### config.mk
export PLATFORM = sky130hd
export DESIGN_NAME = block_aligned_work_partitioner_core
export DESIGN_NICKNAME = d
export VERILOG_FILES = /design/src/sv/bawp_pkg.sv /design/src/sv/bawp_front.sv /design/src/sv/bawp_queue.sv /design/src/sv/bawp_back.sv /design/src/sv/block_aligned_work_partitioner_core.sv
export SDC_FILE = /design/constraint.sdc
export NUM_CORES = 1
export LEC_CHECK = 0
export ABC_AREA = 0
export BUFFER_PORTS_ARGS = -buffer_cell sky130_fd_sc_hd__buf_2
export CAP_MARGIN = 10
export CORE_ASPECT_RATIO = 1.1
export CORE_MARGIN = 2
export CORE_UTILIZATION = 57
export CTS_BUF_LIST = sky130_fd_sc_hd__clkbuf_4
export CTS_CLUSTER_DIAMETER = 50
export DETAILED_ROUTE_END_ITERATION = 16
export GPL_ROUTABILITY_DRIVEN = 0
export GPL_TIMING_DRIVEN = 0
export HOLD_SLACK_MARGIN = 0.02
export MAX_ROUTING_LAYER = met4
export PLACE_DENSITY = 0.76
export SLEW_MARGIN = 20
export SYNTH_ARGS = -nofsm -noshare
export SYNTH_HDL_FRONTEND = slang
export SYNTH_SLANG_ARGS = --single-unit
export TNS_END_PERCENT = 30
### constraint.sdc
create_clock -name clk -period 8.55 [get_ports clk]
set_input_delay 1.71 -clock clk [delete_from_list [all_inputs] [get_ports clk]]
set_output_delay 1.71 -clock clk [all_outputs]
set_load 0.1 [all_outputs]
### src/sv/bawp_pkg.sv
`default_nettype none

package bawp_pkg;

    localparam int DATA_W  = 32;
    localparam int CORE_W  = 7;
    localparam int INDEX_W = 6;
    localparam int REM_W   = 6;

    // one partition job handed from the front end to the emitter
    typedef struct packed {
        logic [CORE_W-1:0] cores;
        logic [CORE_W-1:0] used;
        logic [CORE_W-1:0] extra;
        logic [DATA_W-1:0] lo;
        logic [DATA_W-1:0] hi;
        logic [REM_W-1:0]  rem;
    } desc_t;

endpackage

`default_nettype wire

### src/sv/bawp_front.sv
`default_nettype none

module bawp_front
    import bawp_pkg::*;
#(
    parameter int BLOCK_ELEMENTS = 8,
    parameter int MAX_CORES      = 64
)
(
    input  wire logic              clk,
    input  wire logic              rst_n,
    input  wire logic              start,
    input  wire logic [DATA_W-1:0] total_elements,
    input  wire logic [CORE_W-1:0] core_count,
    output logic                   busy,
    output logic                   push_valid,
    output desc_t                  push_desc,
    input  wire logic              push_ready
);

    localparam logic [CORE_W-1:0] BLK  = CORE_W'(BLOCK_ELEMENTS);
    localparam logic [CORE_W-1:0] MAXC = CORE_W'(MAX_CORES);
    localparam int PROD_W = DATA_W + CORE_W;

    // blocks = total / BLOCK_ELEMENTS as (total * RECIP) >> QUO_SH
    localparam int BLK_LOG = $clog2(BLOCK_ELEMENTS);
    localparam int QUO_SH  = DATA_W + BLK_LOG;
    localparam logic [63:0] RECIP =
        ((64'd1 << QUO_SH) + 64'(BLOCK_ELEMENTS) - 64'd1) / 64'(BLOCK_ELEMENTS);
    localparam int HALF_W = 17;
    localparam logic [HALF_W-1:0] RECIP_LO = RECIP[HALF_W-1:0];
    localparam logic [HALF_W-1:0] RECIP_HI = RECIP[2*HALF_W-1:HALF_W];
    localparam int PART_W = DATA_W + HALF_W;
    localparam int SUM_W  = PART_W + HALF_W;

    localparam logic [2:0] ST_IDLE  = 3'd0;
    localparam logic [2:0] ST_MUL   = 3'd1;
    localparam logic [2:0] ST_CLASS = 3'd2;
    localparam logic [2:0] ST_DIV   = 3'd3;
    localparam logic [2:0] ST_PUSH  = 3'd4;
    localparam logic [2:0] ST_QUO   = 3'd5;

    localparam logic [1:0] MODE_ZERO = 2'd0;
    localparam logic [1:0] MODE_FEW  = 2'd1;
    localparam logic [1:0] MODE_EVEN = 2'd2;

    logic [2:0]        state_reg, state_next;
    logic [4:0]        cnt_reg, cnt_next;
    logic [1:0]        mode_reg, mode_next;
    logic [DATA_W-1:0] tot_reg, tot_next;
    logic [PART_W-1:0] plo_reg, plo_next;
    logic [PART_W-1:0] phi_reg, phi_next;
    logic [DATA_W-1:0] q_reg, q_next;
    logic [CORE_W-1:0] r_reg, r_next;
    logic [CORE_W-1:0] cores_reg, cores_next;
    logic [REM_W-1:0]  rem_reg, rem_next;

    logic [CORE_W:0]   r_sh;
    logic              ge;
    logic [CORE_W-1:0] r_step;
    logic [DATA_W-1:0] q_step;
    logic [SUM_W-1:0]  prod_w;
    logic [SUM_W-1:0]  quo_w;
    logic [REM_W-1:0]  rem_w;
    logic [PROD_W-1:0] lo_w;
    logic [PROD_W-1:0] hi_w;
    logic [CORE_W-1:0] eff_cores;

    // one restoring divide step per cycle
    always_comb
    begin
        r_sh   = {r_reg, q_reg[DATA_W-1]};
        ge     = r_sh >= {1'b0, cores_reg};
        r_step = ge ? CORE_W'(r_sh - {1'b0, cores_reg}) : r_sh[CORE_W-1:0];
        q_step = {q_reg[DATA_W-2:0], ge};
    end

    // the remainder is below 64, so its low bits are exact
    always_comb
    begin
        prod_w = SUM_W'(plo_reg) + (SUM_W'(phi_reg) << HALF_W);
        quo_w  = prod_w >> QUO_SH;
        rem_w  = tot_reg[REM_W-1:0] - REM_W'(q_reg[REM_W-1:0] * BLK[REM_W-1:0]);
    end

    always_comb
    begin
        if (core_count == '0)
            eff_cores = CORE_W'(1);
        else if (core_count > MAXC)
            eff_cores = MAXC;
        else
            eff_cores = core_count;
    end

    always_comb
    begin
        state_next = state_reg;
        cnt_next   = cnt_reg;
        mode_next  = mode_reg;
        tot_next   = tot_reg;
        plo_next   = plo_reg;
        phi_next   = phi_reg;
        q_next     = q_reg;
        r_next     = r_reg;
        cores_next = cores_reg;
        rem_next   = rem_reg;
        case (state_reg)
            ST_IDLE:
            begin
                if (start)
                begin
                    tot_next   = total_elements;
                    cores_next = eff_cores;
                    state_next = ST_MUL;
                end
            end
            ST_MUL:
            begin
                plo_next   = PART_W'(tot_reg) * PART_W'(RECIP_LO);
                phi_next   = PART_W'(tot_reg) * PART_W'(RECIP_HI);
                state_next = ST_QUO;
            end
            ST_QUO:
            begin
                q_next     = quo_w[DATA_W-1:0];
                state_next = ST_CLASS;
            end
            ST_DIV:
            begin
                q_next   = q_step;
                r_next   = r_step;
                cnt_next = cnt_reg + 5'd1;
                if (cnt_reg == 5'd31)
                    state_next = ST_PUSH;
            end
            ST_CLASS:
            begin
                rem_next = rem_w;
                if (q_reg == '0)
                begin
                    mode_next  = MODE_ZERO;
                    state_next = ST_PUSH;
                end
                else if (q_reg <= DATA_W'(cores_reg))
                begin
                    mode_next  = MODE_FEW;
                    state_next = ST_PUSH;
                end
                else
                begin
                    // blocks / cores
                    mode_next  = MODE_EVEN;
                    r_next     = '0;
                    cnt_next   = '0;
                    state_next = ST_DIV;
                end
            end
            ST_PUSH:
            begin
                if (push_ready)
                    state_next = ST_IDLE;
            end
            default:
            begin
                state_next = ST_IDLE;
            end
        endcase
    end

    always_comb
    begin
        lo_w            = PROD_W'(q_reg) * PROD_W'(BLK);
        hi_w            = lo_w + PROD_W'(BLK);
        push_desc.cores = cores_reg;
        push_desc.rem   = rem_reg;
        case (mode_reg)
            MODE_FEW:
            begin
                push_desc.used  = q_reg[CORE_W-1:0];
                push_desc.extra = q_reg[CORE_W-1:0];
                push_desc.lo    = '0;
                push_desc.hi    = DATA_W'(BLK);
            end
            MODE_EVEN:
            begin
                push_desc.used  = cores_reg;
                push_desc.extra = r_reg;
                push_desc.lo    = lo_w[DATA_W-1:0];
                push_desc.hi    = hi_w[DATA_W-1:0];
            end
            default:
            begin
                push_desc.used  = CORE_W'(1);
                push_desc.extra = '0;
                push_desc.lo    = '0;
                push_desc.hi    = '0;
            end
        endcase
    end

    assign push_valid = (state_reg == ST_PUSH);
    assign busy       = (state_reg != ST_IDLE);

    always_ff @(posedge clk or negedge rst_n)
    begin
        if (!rst_n)
        begin
            state_reg <= ST_IDLE;
            cnt_reg   <= '0;
        end
        else
        begin
            state_reg <= state_next;
            cnt_reg   <= cnt_next;
        end
    end

    always_ff @(posedge clk)
    begin
        mode_reg  <= mode_next;
        tot_reg   <= tot_next;
        plo_reg   <= plo_next;
        phi_reg   <= phi_next;
        q_reg     <= q_next;
        r_reg     <= r_next;
        cores_reg <= cores_next;
        rem_reg   <= rem_next;
    end

endmodule

`default_nettype wire

### src/sv/bawp_queue.sv
`default_nettype none

module bawp_queue
    import bawp_pkg::*;
(
    input  wire logic  clk,
    input  wire logic  rst_n,
    input  wire logic  push,
    input  wire desc_t push_desc,
    output logic       push_ready,
    input  wire logic  pop,
    output logic       head_valid,
    output desc_t      head_desc
);

    desc_t      slot_reg [2];
    logic       wr_ptr_reg, wr_ptr_next;
    logic       rd_ptr_reg, rd_ptr_next;
    logic [1:0] fill_reg, fill_next;
    logic       do_push;
    logic       do_pop;

    assign push_ready = (fill_reg != 2'd2);
    assign head_valid = (fill_reg != 2'd0);
    assign head_desc  = slot_reg[rd_ptr_reg];
    assign do_push    = push && push_ready;
    assign do_pop     = pop && head_valid;

    always_comb
    begin
        wr_ptr_next = do_push ? ~wr_ptr_reg : wr_ptr_reg;
        rd_ptr_next = do_pop ? ~rd_ptr_reg : rd_ptr_reg;
        fill_next   = fill_reg + 2'(do_push) - 2'(do_pop);
    end

    always_ff @(posedge clk or negedge rst_n)
    begin
        if (!rst_n)
        begin
            wr_ptr_reg <= 1'b0;
            rd_ptr_reg <= 1'b0;
            fill_reg   <= '0;
        end
        else
        begin
            wr_ptr_reg <= wr_ptr_next;
            rd_ptr_reg <= rd_ptr_next;
            fill_reg   <= fill_next;
        end
    end

    always_ff @(posedge clk)
    begin
        if (do_push)
            slot_reg[wr_ptr_reg] <= push_desc;
    end

endmodule

`default_nettype wire

### src/sv/bawp_back.sv
`default_nettype none

module bawp_back
    import bawp_pkg::*;
(
    input  wire logic               clk,
    input  wire logic               rst_n,
    input  wire logic               head_valid,
    input  wire desc_t              head_desc,
    output logic                    pop,
    output logic                    result_valid,
    output logic [INDEX_W-1:0]      core_index,
    output logic [DATA_W-1:0]       start_offset,
    output logic [DATA_W-1:0]       element_count,
    output logic [CORE_W-1:0]       used_cores,
    output logic                    last_core
);

    logic [CORE_W-1:0]  idx_reg, idx_next;
    logic [DATA_W-1:0]  off_reg, off_next;
    logic               valid_reg;
    logic [INDEX_W-1:0] index_reg;
    logic [DATA_W-1:0]  start_reg, start_next;
    logic [DATA_W-1:0]  count_reg, count_next;
    logic [CORE_W-1:0]  used_reg;
    logic               last_reg, last_next;

    logic               in_use;
    logic               last_used;
    logic [DATA_W-1:0]  base;

    always_comb
    begin
        in_use     = idx_reg < head_desc.used;
        last_used  = idx_reg == head_desc.used - CORE_W'(1);
        last_next  = idx_reg == head_desc.cores - CORE_W'(1);
        if (!in_use)
            base = '0;
        else if (idx_reg < head_desc.extra)
            base = head_desc.hi;
        else
            base = head_desc.lo;
        // leftover elements ride on the last used core
        count_next = base + (last_used ? DATA_W'(head_desc.rem) : '0);
        start_next = in_use ? off_reg : '0;
        pop        = head_valid && last_next;
        if (!head_valid)
        begin
            idx_next = idx_reg;
            off_next = off_reg;
        end
        else if (last_next)
        begin
            idx_next = '0;
            off_next = '0;
        end
        else
        begin
            idx_next = idx_reg + CORE_W'(1);
            off_next = off_reg + base;
        end
    end

    always_ff @(posedge clk or negedge rst_n)
    begin
        if (!rst_n)
        begin
            idx_reg   <= '0;
            off_reg   <= '0;
            valid_reg <= 1'b0;
        end
        else
        begin
            idx_reg   <= idx_next;
            off_reg   <= off_next;
            valid_reg <= head_valid;
        end
    end

    always_ff @(posedge clk)
    begin
        index_reg <= idx_reg[INDEX_W-1:0];
        start_reg <= start_next;
        count_reg <= count_next;
        used_reg  <= head_desc.used;
        last_reg  <= head_valid && last_next;
    end

    assign result_valid  = valid_reg;
    assign core_index    = index_reg;
    assign start_offset  = start_reg;
    assign element_count = count_reg;
    assign used_cores    = used_reg;
    assign last_core     = last_reg;

endmodule

`default_nettype wire

### src/sv/block_aligned_work_partitioner_core.sv
// From start the front end steps through its multiply, quotient, classify and push
// states, with a serial divide of the block count by the core count before push when
// there are more blocks than cores. Results then come one per cycle, one per effective
// core. The front end can work on the next job while the emitter emits the last one.
// The receiver cannot stall; results are strobed by result_valid.
// Asynchronous active-low reset idles both halves and sets core_count to 8.
`default_nettype none

module block_aligned_work_partitioner_core
    import bawp_pkg::*;
#(
    parameter int BLOCK_ELEMENTS = 8,
    parameter int MAX_CORES      = 64
)
(
    input  wire logic               clk,
    input  wire logic               rst_n,
    input  wire logic               start,
    output logic                    busy,
    input  wire logic [DATA_W-1:0]  total_elements,
    input  wire logic               cfg_valid,
    output logic                    cfg_ready,
    input  wire logic [CORE_W-1:0]  cfg_data,
    output logic                    result_valid,
    output logic [INDEX_W-1:0]      core_index,
    output logic [DATA_W-1:0]       start_offset,
    output logic [DATA_W-1:0]       element_count,
    output logic [CORE_W-1:0]       used_cores,
    output logic                    last_core
);

    logic [CORE_W-1:0] core_count_reg;
    logic              push_valid;
    logic              push_ready;
    desc_t             push_desc;
    logic              head_valid;
    desc_t             head_desc;
    logic              pop;

    assign cfg_ready = 1'b1;

    always_ff @(posedge clk or negedge rst_n)
    begin
        if (!rst_n)
            core_count_reg <= CORE_W'(8);
        else if (cfg_valid && cfg_ready)
            core_count_reg <= cfg_data;
    end

    bawp_front #(
        .BLOCK_ELEMENTS (BLOCK_ELEMENTS),
        .MAX_CORES      (MAX_CORES)
    ) u_front (
        .clk            (clk),
        .rst_n          (rst_n),
        .start          (start),
        .total_elements (total_elements),
        .core_count     (core_count_reg),
        .busy           (busy),
        .push_valid     (push_valid),
        .push_desc      (push_desc),
        .push_ready     (push_ready)
    );

    bawp_queue u_queue (
        .clk        (clk),
        .rst_n      (rst_n),
        .push       (push_valid),
        .push_desc  (push_desc),
        .push_ready (push_ready),
        .pop        (pop),
        .head_valid (head_valid),
        .head_desc  (head_desc)
    );

    bawp_back u_back (
        .clk           (clk),
        .rst_n         (rst_n),
        .head_valid    (head_valid),
        .head_desc     (head_desc),
        .pop           (pop),
        .result_valid  (result_valid),
        .core_index    (core_index),
        .start_offset  (start_offset),
        .element_count (element_count),
        .used_cores    (used_cores),
        .last_core     (last_core)
    );

`ifndef SYNTHESIS
    // cores past the used count carry no work
    assert property (@(posedge clk) disable iff (!rst_n)
        result_valid && (CORE_W'(core_index) >= used_cores)
        |-> (element_count == '0) && (start_offset == '0))
        else $error("unused core reports work");

    // core indexes advance by one within a partition
    assert property (@(posedge clk) disable iff (!rst_n)
        result_valid && (core_index != '0)
        |-> $past(result_valid) && (INDEX_W'($past(core_index) + 1'b1) == core_index))
        else $error("core index sequence broken");

    // a new partition restarts at core zero
    assert property (@(posedge clk) disable iff (!rst_n)
        result_valid && last_core |=> !result_valid || (core_index == '0))
        else $error("partition does not restart at core zero");
`endif

endmodule

`default_nettype wire
# After elaboration in Yosys (flattened, before gate mapping)
# Memory sizes are Yosys's and may differ from the RTL's.
# Index checks and enable logic that the tools add are counted.
# word_totals
elab_cells	95
reg_bits	255
input_bits	43
mem_count	1
mem_bits_ro	0
ram_bits	182
latch_bits	0
# op_classes
magnitude_cmp	5
div	0
bitwise_logic	2
n_mux	24
n_addsub	11
n_reduce_logical	14
shift	0
mul	0
n_eq_ne	16
# mem_list
memory	depth	word_bits	rd	rd_ports_with_merged_regs	wr	line_no	source
u_queue.slot_reg	2	91	1	0	1	bawp_queue.sv:16	desc_t slot_reg [2];
# op_table
cell	n
case mux 78 bit (2 select lines)	1
two-way mux 32 bit	3
adder 32 bit	2
case mux 32 bit (2 select lines)	1
two-way mux 7 bit	5
adder 32 x 4 -> 32 bit (second input constant)	1
<= comparator 32 x 7 -> 1 bit	1
zero test 32 bit	1
case mux 3 bit (6 select lines)	1
two-way mux 3 bit	5
== test 7 bit	2
< comparator 7 bit	2
case mux 7 bit (2 select lines)	1
subtractor 7 x 1 -> 7 bit (second input constant)	2
two-way mux 5 bit	2
inequality test 2 bit (second input constant)	5
case mux 5 bit (2 select lines)	1
>= comparator 8 x 7 -> 1 bit	1
adder 7 x 1 -> 7 bit (second input constant)	1
greater-than comparator 7 bit (second input constant)	1
zero test 7 bit	1
subtractor 7 bit	1
== test 3 x 2 -> 1 bit (second input constant)	2
== test 3 bit (second input constant)	2
other kinds (20)	27

# Logic depth before layout (Yosys ltp)
# Gate-level depths: netlist (run 1).
# An unclocked memory read counts as a cell.
# logic_depth
word_depth	6
ltp_mapped	36

# Hierarchy
# Synthesis (run 1) repeated with hierarchy kept, for this count alone.
# unflattened
hier_cells	1757
area_unflattened_um2	21212.8
# by_module_without_submodules
module	seq_area_each_um2	area_per_inst_um2	cells_per_inst	instances
bawp_back	2562.5	7484.7	862	1
bawp_queue	5565.3	7163.1	300	1
bawp_front	3653.5	6261.0	578	1
block_aligned_work_partitioner_core	176.4	304.0	17	1

# Least setup slack after synthesis (run 1)
# Ideal clock, no wire load.
# synth_path
kind	register to register
from	reg u_queue.rd_ptr_reg
to	reg u_back.off_reg[29]
stages_incl_launch_ff	37
synth_period_minus_slack_ps	7822
path_slack_ps	728
setup_time_ps	122
arrival_ps	7701
path_cell_list	dfrtp_1 -> buf_6 -> buf_6 -> buf_6 -> buf_6 -> buf_6 -> buf_4 -> buf_1 -> buf_1 -> clkbuf_1 -> mux2i_1 -> ha_1 -> a21o_1 -> a211oi_1 -> o21a_1 -> or2_1 -> buf_6 -> buf_6 -> buf_4 -> mux4_2 -> and2_1 -> ha_1 -> inv_1 -> fa_1 -> inv_1 -> a31oi_1 -> a21oi_1 -> a211oi_1 -> o21ai_1 -> a211oi_1 -> o21bai_1 -> a221oi_2 -> o31a_4 -> o21ai_4 -> o21a_1 -> or3_1 -> a32o_1
# synth_via
elab_chain_len	6
elab_cells_between_ends	9
# synth_rtl
element	line_no	source
from (decl)	bawp_queue.sv:18	logic rd_ptr_reg, rd_ptr_next;
from (signal assigned)	bawp_queue.sv:47	rd_ptr_reg <= rd_ptr_next;
memory (2 x 91 bit) *	--	
< comparator 7 bit	bawp_back.sv:39	else if (idx_reg < head_desc.extra)
two-way mux 32 bit	bawp_back.sv:39	
two-way mux 32 bit	bawp_back.sv:37	if (!in_use)
adder 32 bit	bawp_back.sv:60	off_next = off_reg + base;
two-way mux 32 bit *	bawp_back.sv:52	else if (last_next)
to (signal assigned)	bawp_back.sv:75	off_reg <= off_next;
to (decl)	bawp_back.sv:20	logic [DATA_W-1:0] off_reg, off_next;
# Mark *: on every way between the ends. The rest lies on a longest branch, timed or not.
# A chain may end at the register's enable or synchronous reset.

# Final worst setup path (run 1)
# Ends and elaborated chain as after synthesis.

==> results.md, run 1 <==
- Status: finished, final reports clean
- DR pass1 iterations: 5
- Area Growth Syn to Fin: 14.2%
- Top cell by count, worst path: buf_6
- Worst-margin pin slew: 1.10 ns
- Top-Level Pins: 124
- IO buf count: 118
- Total die area: 0.0350 mm²
- Synth top area cells: edfxtp_1, dfxtp_1, dfrtp_1
- Worst-path clk slew: 0.07 ns
- CP Data Arrival Time: 8.77 ns
- Synth cell count leaders: edfxtp_1, nand2_1, nor2_1, and2_1, dfxtp_1
- Synth Instances: 1500
- Final setup violation count: 0
- Post-route insts no fill: 2243
- Number of flip-flops in the largest register: 170
- Most frequent cell after synthesis: edfxtp_1
- Post-CTS Hold Buffers: 0
- Synth warn: 0
- DR WL/cell: 17.6 µm
- CTS tree: yes
- Max-slew headroom: 0.264
- Via count: 12400
- ANT nets after route: 0
- Clock Root Buffer: clkbuf_4
- Via density per instance: 5.53
- Design Area, Final: 0.0218 mm²
- Post-Syn Area: 0.0191 mm²
- Critical Path RT: 9.21 ns
- Worst Setup Start Kind: register
- Initial antenna violation count: 1
- DPL Wire Length: 28400 µm
- Gr usage total: 0.240
- Final nets: 1841
- Tmin final: 8.11 ns
- Distinct cells, synth: 88
- Row cnt: 70
- Mean area per synthesized cell: 12.7 µm²
- Final worst slack: 0.441 ns
- Core area: 0.0331 mm²
- Hold WS: 0.417 ns
- Largest net degree at the start of global routing: 57
- Placed inst area: 0.0204 mm²
- Initial Util: 0.577
- Asr flop ratio synth: 0.135
- Final hold violation count: 0
- Share of post-route cells with drive strength above 1: 0.222
- Inst Count DP: 2060
- CP Capture Type: register
- Crit path max-delay cell type: mux4_2
- Hold WC Path Type: reg -> reg
- Die W: 179 µm
- Worst-Skew Late Latency: 0.78 ns
- DRC: 0
- Max H-tree Level: 3
- Grt total ovfl: 0
- Die height: 196 µm
- Post-synth EDFFs: 285
- Initial drt markers: 895
- Share of the synthesized area in the top cell type: 0.448
- Critical Path Max Stage Delay: 0.56 ns
- Fmax achieved: 0.123 GHz
- DRT Wirelength: 39400 µm
- Max_cap viols: 0
- #FFs+latches synth: 416
- Max Slew Vio Count: 0
- Post-synthesis mux area share: 0.0730
- First-pass GRT wire length: 63500 µm
- Largest family of logic cells by synthesized area: simple AND/OR/NAND/NOR gates
- Synth Area in Simple Gates: 0.116
- Clock Skew: 0.0578 ns
- Leading area contributor after synthesis: edfxtp_1
- CTS Buf Count: 100
- Crit share post-route: 0.948
- Post-synthesis compound-gate area fraction: 0.0786
- CP max FO: 19
- Post-synthesis adder-cell area fraction: 0.0503
- Post-synthesis xor/xnor area fraction: 0.0513
- Setup CP Type: reg -> reg
- Synth Flop Type: edfxtp_1
- Seq/Total Area, Yosys: 0.600
- Clk sinks: 416
- Vias in the first global route: 12500
- Clock Path Buffers: 3
- Placement Setup Slack: -1.49 ns
cell families after synthesis:
group | count (synthesis)
other | 2
buffers and inverters | 133
multiplexers | 105
flip-flops | 416
AO/OA/AOI/OAI | 219
adder cells (fa/ha/maj) | 76
XOR/XNOR | 112
AND/OR/NAND/NOR | 437
placed cells by master (no fill, tap or decap), types with 7 or more instances in the layout:
cell	instances
nor2_1	88
dfxtp_1	75
buf_2	120
nand4_1	17
mux2_2	38
ha_1	64
edfxtp_1	285
clkinv_1	21
xnor2_1	65
o31ai_1	8
buf_4	8
dfrtp_1	55
nand3_1	32
mux4_2	21
o211ai_1	13
nor2b_1	17
o21a_1	7
a21o_1	17
nand2_1	121
a21oi_1	42
nor4_1	8
a211oi_1	9
nand2b_1	10
inv_1	61
and2_1	74
nor3_1	15
clkbuf_1	48
maj3_1	8
mux2i_1	43
and3_1	13
buf_6	8
clkbuf_4	149
o21ai_0	58
or3_1	7
xor2_1	47
per-layer routing:
layer,track usage,routed length (µm)
met1,0.300,16400
met2,0.390,19500
met3,0.0488,2580
met4,0.0858,890
met5,-,0
final timing paths:
kind                                                start                              to  slack, ns  depth (start not counted)
setup / recovery           u_queue.rd_ptr_reg$_DFFE_PN0P_  u_back.off_reg[29]$_DFFE_PN0P_       0.44                         35
hold / removal              u_front.tot_reg[20]$_DFFE_PP_   u_front.phi_reg[35]$_DFFE_PN_       0.42                          0
setup reg to reg           u_queue.rd_ptr_reg$_DFFE_PN0P_  u_back.off_reg[29]$_DFFE_PN0P_       0.44                         35
hold reg to reg             u_front.tot_reg[20]$_DFFE_PP_   u_front.phi_reg[35]$_DFFE_PN_       0.42                          0
max in group asynchronous                           rst_n  u_back.off_reg[28]$_DFFE_PN0P_       6.96                          1
min in group asynchronous                           rst_n  u_front.cnt_reg[0]$_DFFE_PN0P_       1.04                          1
critical path, delay by kind of cell (launching register included):
kind,cells,cell delay (ns)
compound gates,14,3.14
buf+inv,13,2.24
mux,2,0.81
fa+ha+maj,3,0.71
simple gates,3,0.65
flops,1,0.35
repair_timing:
item,4_1_cts,5_1_grt
gates resized for setup,13,5
buffers inserted,0,1
setup endpoints to repair,33,9
gates cloned,0,0
hold endpoints to repair,0,0
pin swaps,0,3
final cells by class:
class	count	area, µm²
flip-flops and latches	416	11500
diodes	1	2.50
multi-input cells	953	7140
inverters	63	236
clock inverters	33	205
clock buffers	149	1120
repair buffers	127	758
well taps	432	541
plain buffers	69	370
fillers	2490	11300
per-stage QoR:
step,util,TNS [ns]
after global placement,0.612,-17.60
final,0.659,0
after global routing,0.659,-0.00410
after CTS,0.659,0
after detailed placement,0.618,-20.93
after floorplan,-,0
Power of run 1 is left out: the tool's default activity adds up to more than one toggle a clock period on the data nets, which glitch-free logic cannot reach.
==> inputs of run 2 (changes only) <==
- BUFFER_PORTS_ARGS: -buffer_cell sky130_fd_sc_hd__buf_2 -> not set
- DONT_BUFFER_PORTS: not set -> 1
- PLACE_DENSITY: 0.76 -> 0.72
==> run 2 against run 1 <==
Final cell count down 5.2%. Setup slack got worse by 0.020 ns. Worst hold slack lost 0.0045 ns. Critical path type unchanged. Critical endpoint unchanged. Largest cell class unchanged.
==> results.md, run 2 (synthesis gave the netlist of run 1 again) <==
- Core area: 0.0331 mm² (unchanged)
- DRC: 0 (unchanged)
- Max H-tree Level: 3 (unchanged)
- CTS tree: yes
- Worst Setup Start Kind: register
- Commonest non-fill, non-tap cells in the layout: edfxtp_1, clkbuf_4, nand2_1, nor2_1, dfxtp_1
- DRT Wirelength: 38400 µm (-2.6%)
- Largest net degree at the start of global routing: 57 (unchanged)
- CP Data Arrival Time: 8.78 ns (about the same)
- Final setup violation count: 0 (unchanged)
- Worst R2R Setup Slack: 0.42 ns (-0.02 ns)
- Final worst slack: 0.421 ns (-0.0200 ns)
- Via count: 11800 (-4.5%)
- Worst-Skew Late Latency: 0.78 ns (about the same)
- CP Capture Type: register
- Worst-path clk slew: 0.07 ns (about the same)
- Clock Skew: 0.0398 ns (-0.0180 ns)
- Hold path startpoint: u_front.tot_reg[31]$_DFFE_PP_
- ANT nets after route: 0 (unchanged)
- CP max FO: 19 (unchanged)
- Post-route insts no fill: 2126 (-5.2%)
- Hold WC Path Type: reg -> reg
- Fmax achieved: 0.123 GHz (-0.25%)
- Die height: 196 µm (unchanged)
- CTS Buf Count: 99 (-1.0%)
- Final hold violation count: 0 (unchanged)
- Max Slew Vio Count: 0 (unchanged)
- Die W: 179 µm (unchanged)
- Inst Count DP: 1942 (-5.7%)
- FF/Latch Area: 0.0115 mm² (unchanged)
- Area Growth Syn to Fin: 11.4%
- Vias in the first global route: 11700 (-5.9%)
- Most common cell after layout, fill and taps aside: edfxtp_1
- Worst-margin pin slew: 1.03 ns (-0.0664 ns)
- CP top delay family: compound AO/OA/AOI/OAI gates
- Number of flip-flops in the largest register: 170 (unchanged)
- Max_cap viols: 0 (unchanged)
- IO buf count: 0 (-100%)
- RSZ-0062 raised after global routing: false
- Initial antenna violation count: 1 (unchanged)
- Setup Fix Bufs, Post-CTS: 0 (unchanged)
- Clock Path Buffers: 3 (unchanged)
- Multi-input gate area: 0.00715 mm² (+0.12%)
- DR pass1 iterations: 7 (+2)
- DPL Wire Length: 27800 µm (-2.0%)
- Buffer and inverter count on the worst path: 13 (unchanged)
- Initial drt markers: 927 (+3.6%)
- First-pass GRT wire length: 61100 µm (-3.8%)
- Share of post-route cells with drive strength above 1: 0.169 (-0.0532)
- Core Util, Final: 0.643 (-0.0164)
- Clk sinks: 416 (unchanged)
- Clock Root Buffer: clkbuf_4
- Gr usage total: 0.233 (-0.00714)
- Placement Setup Slack: -1.43 ns (+0.0609 ns)
- Grt total ovfl: 0 (unchanged)
- DR WL/cell: 18.1 µm (+2.8%)
- Setup CP Type: reg -> reg
- Via density per instance: 5.57 (+0.75%)
- Row cnt: 70 (unchanged)
- R2R Path Start: u_queue.rd_ptr_reg$_DFFE_PN0P_
- CP Launch Point: u_queue.rd_ptr_reg$_DFFE_PN0P_
- Top-Level Pins: 124 (unchanged)
- Tmin final: 8.13 ns (+0.0200 ns)
- Initial Util: 0.577 (unchanged)
- Crit share post-route: 0.951 (+0.00234)
- Filler cells: 2511 (+0.84%)
- Max-slew headroom: 0.308 (+0.0442)
- Critical Path Max Stage Delay: 0.57 ns (about the same)
- Final nets: 1721 (-6.5%)
- Crit path max-delay cell type: mux4_2
- Critical Path RT: 9.20 ns (about the same)
- Total die area: 0.0350 mm² (unchanged)
- Top cell by count, worst path: buf_6
- Status: finished, final reports clean
## run 2: area by class of cell
cell class,instances,share of cell area
timing repair buffer,8,0.00811
clock inverter,38,0.0126
clock buffer,146,0.0515
buffer,69,0.0171
sequential,416,0.538
tap,432,0.0254
inverter,63,0.0111
antenna,1,0.000118
multi-input combinational,953,0.336
## run 2: routing by layer
metal,wire length (µm),part of all wire,GRT usage,vias up
li1,-,-,-,5732
met1,16900,0.44,0.305,5668
met2,18400,0.48,0.361,369
met3,2150,0.056,0.0419,77
met4,1000,0.026,0.0970,0
met5,0,0,-,-
## run 2: worst register-to-register path, delay by kind of cell (launching register included)
family | cells | cell delay, ns
compound gates | 14 | 3.14
simple gates | 3 | 0.67
mux | 2 | 0.85
flops | 1 | 0.34
buf+inv | 13 | 2.29
fa+ha+maj | 3 | 0.70
## run 2: through the flow
step	hold slack [ns]	area [µm²]	setup TNS, ns
floorplan	0.395	19100	0
global placement	0.403	19700	-17.15
detailed placement	0.405	19900	-20.23
CTS	0.413	21300	0
global route	0.419	21300	0
finish	0.413	21300	0
## run 2: path summary, 6_finish.rpt
| check | end | depth (start not counted) |
|---|---|---|
| hold / removal | u_front.phi_reg[46]$_DFFE_PN_ | 0 |
| setup reg to reg | u_back.off_reg[29]$_DFFE_PN0P_ | 35 |
| max in group asynchronous | core_count_reg[3]$_DFFE_PN1P_ | 0 |
| min in group asynchronous | u_back.off_reg[5]$_DFFE_PN0P_ | 0 |
| setup / recovery | u_back.off_reg[29]$_DFFE_PN0P_ | 35 |
| hold reg to reg | u_front.phi_reg[46]$_DFFE_PN_ | 0 |
## run 2: repair_timing
| item | CTS | global route |
|---|---|---|
| pin swaps | 0 | 1 |
| hold buffers | 0 | 0 |
| gates resized for setup | 14 | 4 |
| setup endpoints to repair | 33 | 6 |
| hold endpoints to repair | 0 | 0 |
| gates cloned | 0 | 0 |
Power of run 2 is left out for the same reason.
